[config.mk]
export PLATFORM = sky130hd
export DESIGN_NAME = sspq_cell
export DESIGN_NICKNAME = d
export VERILOG_FILES = /design/src/hdl/sspq_pkg.sv /design/src/hdl/sspq_cell.sv
export SDC_FILE = /design/constraint.sdc
export NUM_CORES = 1
export LEC_CHECK = 0
export ABC_AREA = 1
export BUFFER_PORTS_ARGS = -buffer_cell sky130_fd_sc_hd__buf_2
export CAP_MARGIN = 20
export CORE_AREA = 2 2 276 278
export DETAILED_ROUTE_END_ITERATION = 7
export DIE_AREA = 0 0 278 280
export GPL_TIMING_DRIVEN = 0
export PLACE_DENSITY_LB_ADDON = 0.3
export SKIP_LAST_GASP = 1
export SLEW_MARGIN = 20
export SYNTH_ARGS = -nofsm -noshare
export SYNTH_HDL_FRONTEND = slang
export SYNTH_SLANG_ARGS = --single-unit
[constraint.sdc]
create_clock -name clk -period 7 [get_ports clk]
set_input_delay 0.7 -clock clk [delete_from_list [all_inputs] [get_ports clk]]
set_output_delay 0.7 -clock clk [all_outputs]
set_load 0.1 [all_outputs]
[src/hdl/sspq_pkg.sv]
// Shared types and constants for the stable sorted priority queue.
package sspq_pkg;

	localparam int unsigned CAPACITY_DEF = 16;

	localparam logic MODE_ENQ = 1'b0;
	localparam logic MODE_DEQ = 1'b1;

	typedef enum logic [1:0] {
		ST_ENQ   = 2'd0,
		ST_FULL  = 2'd1,
		ST_DEQ   = 2'd2,
		ST_EMPTY = 2'd3
	} status_t;

	typedef struct packed {
		logic [63:0] name_a;
		logic [63:0] name_b;
		logic [31:0] name_c;
		logic [7:0]  age;
		logic [7:0]  prio;
	} rec_t;

	typedef struct packed {
		logic enq;
		logic deq;
		logic valid;
		logic left_place;
	} cell_ctl_t;

endpackage

[src/hdl/sspq_cell.sv]
// One slot of the sorted chain: holds a record, shifts right on insert, left on removal.
module sspq_cell (
	input  logic              clk,
	input  sspq_pkg::cell_ctl_t ctl,
	input  sspq_pkg::rec_t    in_rec,
	input  sspq_pkg::rec_t    left_rec,
	input  sspq_pkg::rec_t    right_rec,
	output sspq_pkg::rec_t    rec,
	output logic              place
);
	import sspq_pkg::*;

	rec_t rec_q;

	// New record belongs at or before this slot.
	assign place = !ctl.valid || (rec_q.prio > in_rec.prio);
	assign rec   = rec_q;

	always_ff @(posedge clk) begin
		if (ctl.enq && place) begin
			rec_q <= ctl.left_place ? left_rec : in_rec;
		end else if (ctl.deq) begin
			rec_q <= right_rec;
		end
	end

endmodule

-- Yosys cells after proc, flatten, opt, wreduce, memory -nomap -nowiden
Index checks and enable logic that the tools add are counted.
W data, S select, Z words.
- multiply operators: 0
- bitwise operators: 0
- div/mod/pow operators: 0
- reduce and logical (&&, ||, !) cells: 4
- $add $sub $neg: 0
- multiplexer cells: 3
- magnitude comparators: 1
- eq/ne operators: 0
- shifts and indexed selects: 0
- operators with widths (operator ; count):
    $mux W176 ; 3
    $gt A8 B8 Y1 ; 1
    $reduce_bool A2 Y1 ; 1
    $logic_and A1 B1 Y1 ; 1
    $logic_not A1 Y1 ; 1
    $logic_or A1 B1 Y1 ; 1
- output and inout port bits: 177
- flip-flop bits (word level): 176
- bits of input ports: 533
- memory bits (writable): 0
- bits in latches: 0
- memories kept: 0
- ROM bits: 0

-- Logic depth before layout (Yosys ltp)
Gate-level depths: netlist (run 1).
- depth after elaboration: 4
- depth in mapped cells: 16
- depth with buffers taken out: 14

-- Worst setup path after synthesis (run 1)
OpenSTA, ideal clock, no wires.
- path kind: reg2reg
- start: register rec_q, in the netlist rec[7]
- end: register rec_q, in the netlist rec[0] (enable)
- path buffers: 2
- cell stages (with the launch flop): 11
- required time: 5.573 ns
- path slack: 0.556 ns
- arrival time: 5.017 ns
- clock period less this slack: 6.444 ns
- cell sequence: edfxtp_1 ha_1 a21o_1 nor2_1 nand2_1 nand2_1 nand2_2 nand2_2 buf_4 buf_6 nand2_1
- cells in the longest elaborated chain, start to end: 4
- ends and longest elaborated chain (what ; line ; RTL):
    start, declared ; sspq_cell.sv:13 ; rec_t rec_q;
    start signal, assigned ; sspq_cell.sv:21 ; rec_q <= ctl.left_place ? left_rec : in_rec;
    start signal, assigned ; sspq_cell.sv:23 ; rec_q <= right_rec;
    $gt A8 B8 Y1 ; sspq_cell.sv:16 ; assign place = !ctl.valid || (rec_q.prio > in_rec.prio);
    $logic_or A1 B1 Y1 ; sspq_cell.sv:16 ;
    $logic_and A1 B1 Y1 ; sspq_cell.sv:20 ; if (ctl.enq && place) begin
    $reduce_bool A2 Y1 (no line) ; - ;
No other way between the ends.
A chain may end at the register's enable or synchronous reset.

-- Final worst setup path (run 1)
- start: register rec_q, in the netlist rec[3]
- end: register rec_q, in the netlist rec[106] (enable)
Same word-level chain as after synthesis.

==> results_dict.tcl, run 1 <==
set metrics [dict create \
    internal_power_uw 2260 \
    r2r_slack_ps 3520 \
    drtPass1Iterations 5 \
    drt_wl_total_um 47900 \
    grt_pass1_wl_um 67200 \
    die_w_um 278 \
    powerDensity_nw_per_um2 272 \
    core-area_um2 75200 \
    max_freq_mhz 288 \
    rr_startpoint "rec[3]$_DFFE_PP_" \
    gp_congestion 0.925 \
    postCtsSetupBuffers 0 \
    post-route-worst-setup-slack_ps 3520 \
    power.leakage_uw 0.00759 \
    crit_family "simple AND/OR/NAND/NOR gates" \
    syn_area_um2 10100 \
    holdBufCountCts 0 \
    r2r_cells 15 \
    grt_pass1_vias 10500 \
    post-dp-hpwl_um 39500 \
    worst_path_max_delay_cell "nand2_4" \
    chipHeight_um 280 \
    critPathLaunchType "flop" \
    slowest_delay_ps 450 \
    hold_path.class "in -> reg" \
    crit_end "rec[106]$_DFFE_PP_" \
    rsz0062_at_grt "no" \
    worstMarginPinSlew_ps 766 \
    timing.rr.end "rec[106]$_DFFE_PP_" \
    rows 101 \
    antenna_found_initial 4 \
    finalNonFillerCells 2729 \
    largest_reg_flops 176 \
    drc 0 \
    gr-usage-met3_pct 2.50 \
    ioPinCount 710 \
    syn_inst 1005 \
    post-route-util_pct 20.8 \
    cts_inserted_buffers 17 \
    skew_ps 20.2 \
    cp-end-kind "flop" \
    use_met1_pct 14.4 \
    crit_chain "ha_1, nand2_1, inv_1, nand2_1, nand2_1, nand2_1, nand2_1, nand2_1, nand2_2, nand2_2, buf_4, buf_6, nand2_4, buf_12, buf_16" \
    use_met2_pct 19.8 \
    grt_max_degree 51 \
    cp.arrival_ps 3620 \
    p_comb_share_pct 43.3 \
    seqPwrFrac_pct 32.4 \
    num_vias 10400 \
    synth_top_area_share_pct 52.1 \
    crit_top_cell "nand2_1" \
    synth_warnings 0 \
    cts_sinks 176 \
    synth-seq-cells 176 \
    finalHoldViolCount 0 \
    final.setup.tns_ps 0 \
    fillers 8369 \
    grt.overflow.total 0 \
    area_growth_pct 53.8 \
    cts_root_buf "clkbuf_16" \
    track_usage_pct 11.8 \
    path_max_fanout 50 \
    report.final.slew_viol_count 0 \
    wl_per_cell_um 17.6 \
    viasPerCell 3.82 \
    syn_avg_cell_area_um2 10.1 \
    relSlewSlack_pct 48.9 \
    cp-startpoint "rec[3]$_DFFE_PP_" \
    layout.nets 2275 \
    critical_path_required_ps 7150 \
    switchingPower_uw 1990 \
    clkTransAtPathRegs_ps 80 \
    place_ws_ps 2980 \
    cp.buffers_inverters 5 \
    clk_path_buf_depth 2 \
    fp.dieArea_um2 77800 \
    yosysTopAreaCell "edfxtp_1" \
    setup_viol 0 \
    post-route-period-util_pct 49.7 \
    synth.top_cells.by_area "edfxtp_1 52%, mux2_2 19%, nand2_1 14%" \
    dp.cells 2693 \
    antenna_left 0 \
    cts_tree "yes" \
    initial_core_util_pct 13.5 \
    path_depth 15 \
    maxCapViolations 0 \
    power_uw 4250 \
    cts_resized 0 \
    worst_ir_drop_vdd_mv 0.122 \
    min_period_ps 3480 \
    status "completed" \
    ys_types 16 \
    htree_num_levels 4 \
    synth_nets 1546 \
    grt.busiest_layer "met2" \
    io_buffers 707 \
    swShare_pct 46.9 \
    drt_iter0_drc 424 \
    drive_gt1_share_pct 55.6 \
    p_clk_share_pct 24.3 \
    synth-seq-area-share_pct 52.1 \
    worstSetupPathType "reg -> reg" \
    clk_latency_ps 480 \
]
[metal layers]
layer | wire (µm) | part of all wire (%) | vias to the layer above
li1 | - | - | 4963
met4 | 1580 | 3.3 | 0
met2 | 23700 | 49 | 454
met3 | 2900 | 6.0 | 65
met5 | 0 | 0 | -
met1 | 19700 | 41 | 4941
[kinds of logic (layout without fill, tap and decap cells)]
kind of cell / after synthesis / in the layout / synth area share, %
flops: 176 / 176 / 52.1
compound gates: 10 / 10 / 0.518
other cells: 0 / 4 / 0
fa+ha+maj: 8 / 8 / 0.986
mux: 169 / 169 / 18.8
buf+inv: 90 / 832 / 4.99
simple gates: 552 / 552 / 22.7
[per-stage QoR]
stage          hold WS [ps]  instance area [µm²]
3_5_place_dp            966                15000
3_3_place_gp            963                14900
4_1_cts                 419                15600
5_1_grt                 442                15600
6_report                477                15600
2_1_floorplan           879                10100
[synthesized netlist by cell type]
master / number
nand2_1: 370
clkbuf_1: 21
ha_1: 8
nand3_1: 176
o21ai_0: 7
nand2_2: 2
a21oi_1: 2
inv_1: 12
buf_6: 14
nor2_1: 3
buf_2: 39
buf_4: 4
edfxtp_1: 176
a21o_1: 1
nand4_1: 1
mux2_2: 169
[layout by cell type, fill, tap and decap left out, types with 2 or more instances in the layout]
| cell | Yosys | layout |
|---|---|---|
| inv_8 | 0 | 2 |
| a21oi_1 | 2 | 2 |
| diode_2 | 0 | 4 |
| edfxtp_1 | 176 | 176 |
| nand3_1 | 176 | 176 |
| clkbuf_1 | 21 | 20 |
| inv_6 | 0 | 4 |
| nand2_2 | 2 | 2 |
| buf_6 | 14 | 14 |
| inv_1 | 12 | 12 |
| clkbuf_16 | 0 | 17 |
| nand2_1 | 370 | 369 |
| bufinv_16 | 0 | 2 |
| mux2_2 | 169 | 169 |
| o21ai_0 | 7 | 7 |
| ha_1 | 8 | 8 |
| buf_4 | 4 | 4 |
| buf_16 | 0 | 2 |
| buf_2 | 39 | 746 |
| clkinv_4 | 0 | 3 |
| nor2_1 | 3 | 3 |
[how the worst min path moves through the flow]
| stage | from | to | slack [ps] | cells after the start |
|---|---|---|---|---|
| finish | right_rec[5] | rec[5]$_DFFE_PP_ | 480 | 3 |
| detailed placement | right_rec[98] | rec[98]$_DFFE_PP_ | 970 | 3 |
| global placement | right_rec[97] | rec[97]$_DFFE_PP_ | 960 | 3 |
| global route | right_rec[29] | rec[29]$_DFFE_PP_ | 440 | 3 |
| CTS | right_rec[88] | rec[88]$_DFFE_PP_ | 420 | 3 |
| floorplan | right_rec[0] | rec[0]$_DFFE_PP_ | 880 | 2 |
[worst register-to-register path: cells and delay by family (launching register included)]
family,cells,cell delay (ps)
adder cells (fa/ha/maj),1,320
flip-flops,1,400
AND/OR/NAND/NOR,9,1240
buffers and inverters,5,1140
[cell type report]
type,count,area (µm²),area share (%)
clock buffers,17,425,2.73
inverters,12,45.0,0.289
diodes,4,10.0,0.0641
flip-flops and latches,176,5290,33.9
clock inverters,15,176,1.13
well taps,978,1220,7.84
repair buffers,710,3610,23.2
multi-input cells,739,4360,28.0
plain buffers,78,463,2.97
[power by group through the flow]
| stage | registers (µW) | logic, µW | clock network, µW |
|---|---|---|---|
| 2_1_floorplan | 2430 | 365 | 0 |
| 3_3_place_gp | 1430 | 1840 | 0 |
| 3_5_place_dp | 1400 | 1850 | 0 |
| 4_1_cts | 1380 | 1850 | 1090 |
| 5_1_grt | 1390 | 1930 | 1120 |
| 6_report | 1380 | 1840 | 1030 |
No activity file was read; power rests on OpenSTA's default activity.
==> run 2: changes to the inputs <==
==> constraint.sdc (replaced) <==
create_clock -name clk -period 3.65 [get_ports clk]
set_input_delay 0.365 -clock clk [delete_from_list [all_inputs] [get_ports clk]]
set_output_delay 0.365 -clock clk [all_outputs]
set_load 0.1 [all_outputs]
==> results_dict.tcl, run 2 (synthesis results as in run 1) <==
set metrics [dict create \
    critPathLaunchType "flop" \
    relSlewSlack_pct 56.4 \
    p_comb_share_pct 43.9 \
    holdBufCountCts 0 \
    rsz0062_at_grt "no" \
    core-area_um2 75200 \
    cp-end-kind "flop" \
    drc 0 \
    area_growth_pct 53.3 \
    clkTransAtPathRegs_ps 80 \
    chipHeight_um 280 \
    grt.overflow.total 0 \
    worstSetupPathType "reg -> reg" \
    status "completed" \
    post-dp-hpwl_um 39900 \
    post-route-util_pct 20.7 \
    powerDensity_nw_per_um2 516 \
    swShare_pct 47.8 \
    mostFrequentLayoutCells "746 x buf_2, 369 x nand2_1, 176 x nand3_1, 176 x edfxtp_1, 169 x mux2_2" \
    dp.cells 2692 \
    seqPwrFrac_pct 33.1 \
    hold_path.class "in -> reg" \
    slowest_delay_ps 400 \
    drt_wl_total_um 48100 \
    largest_reg_flops 176 \
    switchingPower_uw 3840 \
    htree_num_levels 4 \
    p_clk_share_pct 23.0 \
    final_common_cell "buf_2" \
    cts_tree "yes" \
    whs_ps 143 \
    internal_power_uw 4190 \
    gp_congestion 0.942 \
    wl_per_cell_um 17.6 \
    clk_path_buf_depth 2 \
    finalNonFillerCells 2729 \
    cp.arrival_ps 3060 \
    postCtsSetupBuffers 0 \
    clk_latency_ps 480 \
    worst_ir_drop_vdd_mv 0.289 \
    antenna_left 0 \
    final_cell_area_um2 15600 \
    rows 101 \
    cts_resized 0 \
    drtPass1Iterations 5 \
    max_freq_mhz 338 \
    fp.dieArea_um2 77800 \
    cts_root_buf "clkbuf_16" \
    drt_iter0_drc 430 \
    post-route-period-util_pct 81.0 \
    grt_pass1_wl_um 67000 \
    dpl_cell_area_um2 15000 \
    num_vias 10300 \
    viasPerCell 3.78 \
    layout.nets 2274 \
    maxCapViolations 0 \
    antenna_found_initial 7 \
    crit_top_cell "nand2_1" \
    final.setup.tns_ps 0 \
    drive_gt1_share_pct 55.6 \
    cts_inserted_buffers 17 \
    power.leakage_uw 0.00755 \
    grt_max_degree 87 \
    skew_ps 11.2 \
    report.final.slew_viol_count 0 \
    grt_pass1_vias 10500 \
    track_usage_pct 11.8 \
    io_buffers 707 \
    critical_path_required_ps 3760 \
    worstMarginPinSlew_ps 655 \
    die_w_um 278 \
    initial_core_util_pct 13.5 \
    cts_sinks 176 \
    min_period_ps 2950 \
    path_max_fanout 86 \
    worst_path_max_delay_cell "edfxtp_1" \
    finalHoldViolCount 0 \
    setup_viol 0 \
    ioPinCount 710 \
    crit_chain "ha_1, nand2_1, inv_1, nand2_1, nand2_1, nand2_1, nand2_1, nand2_1, nand2_2, nand2_2, buf_4, buf_6, nand2_8, buf_16" \
]
==> run 2: path summary, 6_finish.rpt <==
path	start	end	slack [ps]	cells past startpoint
max reg2reg	rec[3]$_DFFE_PP_	rec[99]$_DFFE_PP_	700	14
min reg2reg	rec[1]$_DFFE_PP_	rec[4]$_DFFE_PP_	1410	7
min	right_rec[52]	rec[52]$_DFFE_PP_	140	3
max	rec[3]$_DFFE_PP_	rec[99]$_DFFE_PP_	700	14
==> run 2: power groups by stage <==
stage               logic, µW  clock network, µW  registers (µW)
global placement         3530                  0            2710
finish                   3520               1850            2660
CTS                      3550               1960            2660
detailed placement       3550                  0            2700
global route             3680               2010            2690
floorplan                 703                  0            4630
==> run 2: cell type report <==
cell class	count	area (µm²)
antenna	5	12.5
buffer	78	463
clock buffer	17	425
clock inverter	15	134
fill	8398	59600
inverter	12	45.0
multi-input combinational	739	4370
sequential	176	5290
tap	978	1220
timing repair buffer	709	3590
==> run 2: stage by stage <==
stage | power (µW) | setup slack (ps)
global route | 8380 | 359
global placement | 6240 | -174
detailed placement | 6250 | 462
CTS | 8170 | 570
finish | 8030 | 695
floorplan | 5340 | 458
==> run 2: critical path: cells and delay by family, from the launching register on <==
family                     cells  cell delay, ps
adders and majority gates      1             320
buffers and inverters          4             780
DFF                            1             400
and+or+nand+nor                9             860
==> run 2: routing by layer <==
layer / vias to the layer above / part of all wire (%) / track usage (%)
li1: 4960 / - / -
met1: 4856 / 41 / 14.2
met2: 450 / 49 / 20.0
met3: 57 / 6.6 / 2.87
met4: 0 / 2.8 / 5.21
met5: - / 0 / 0
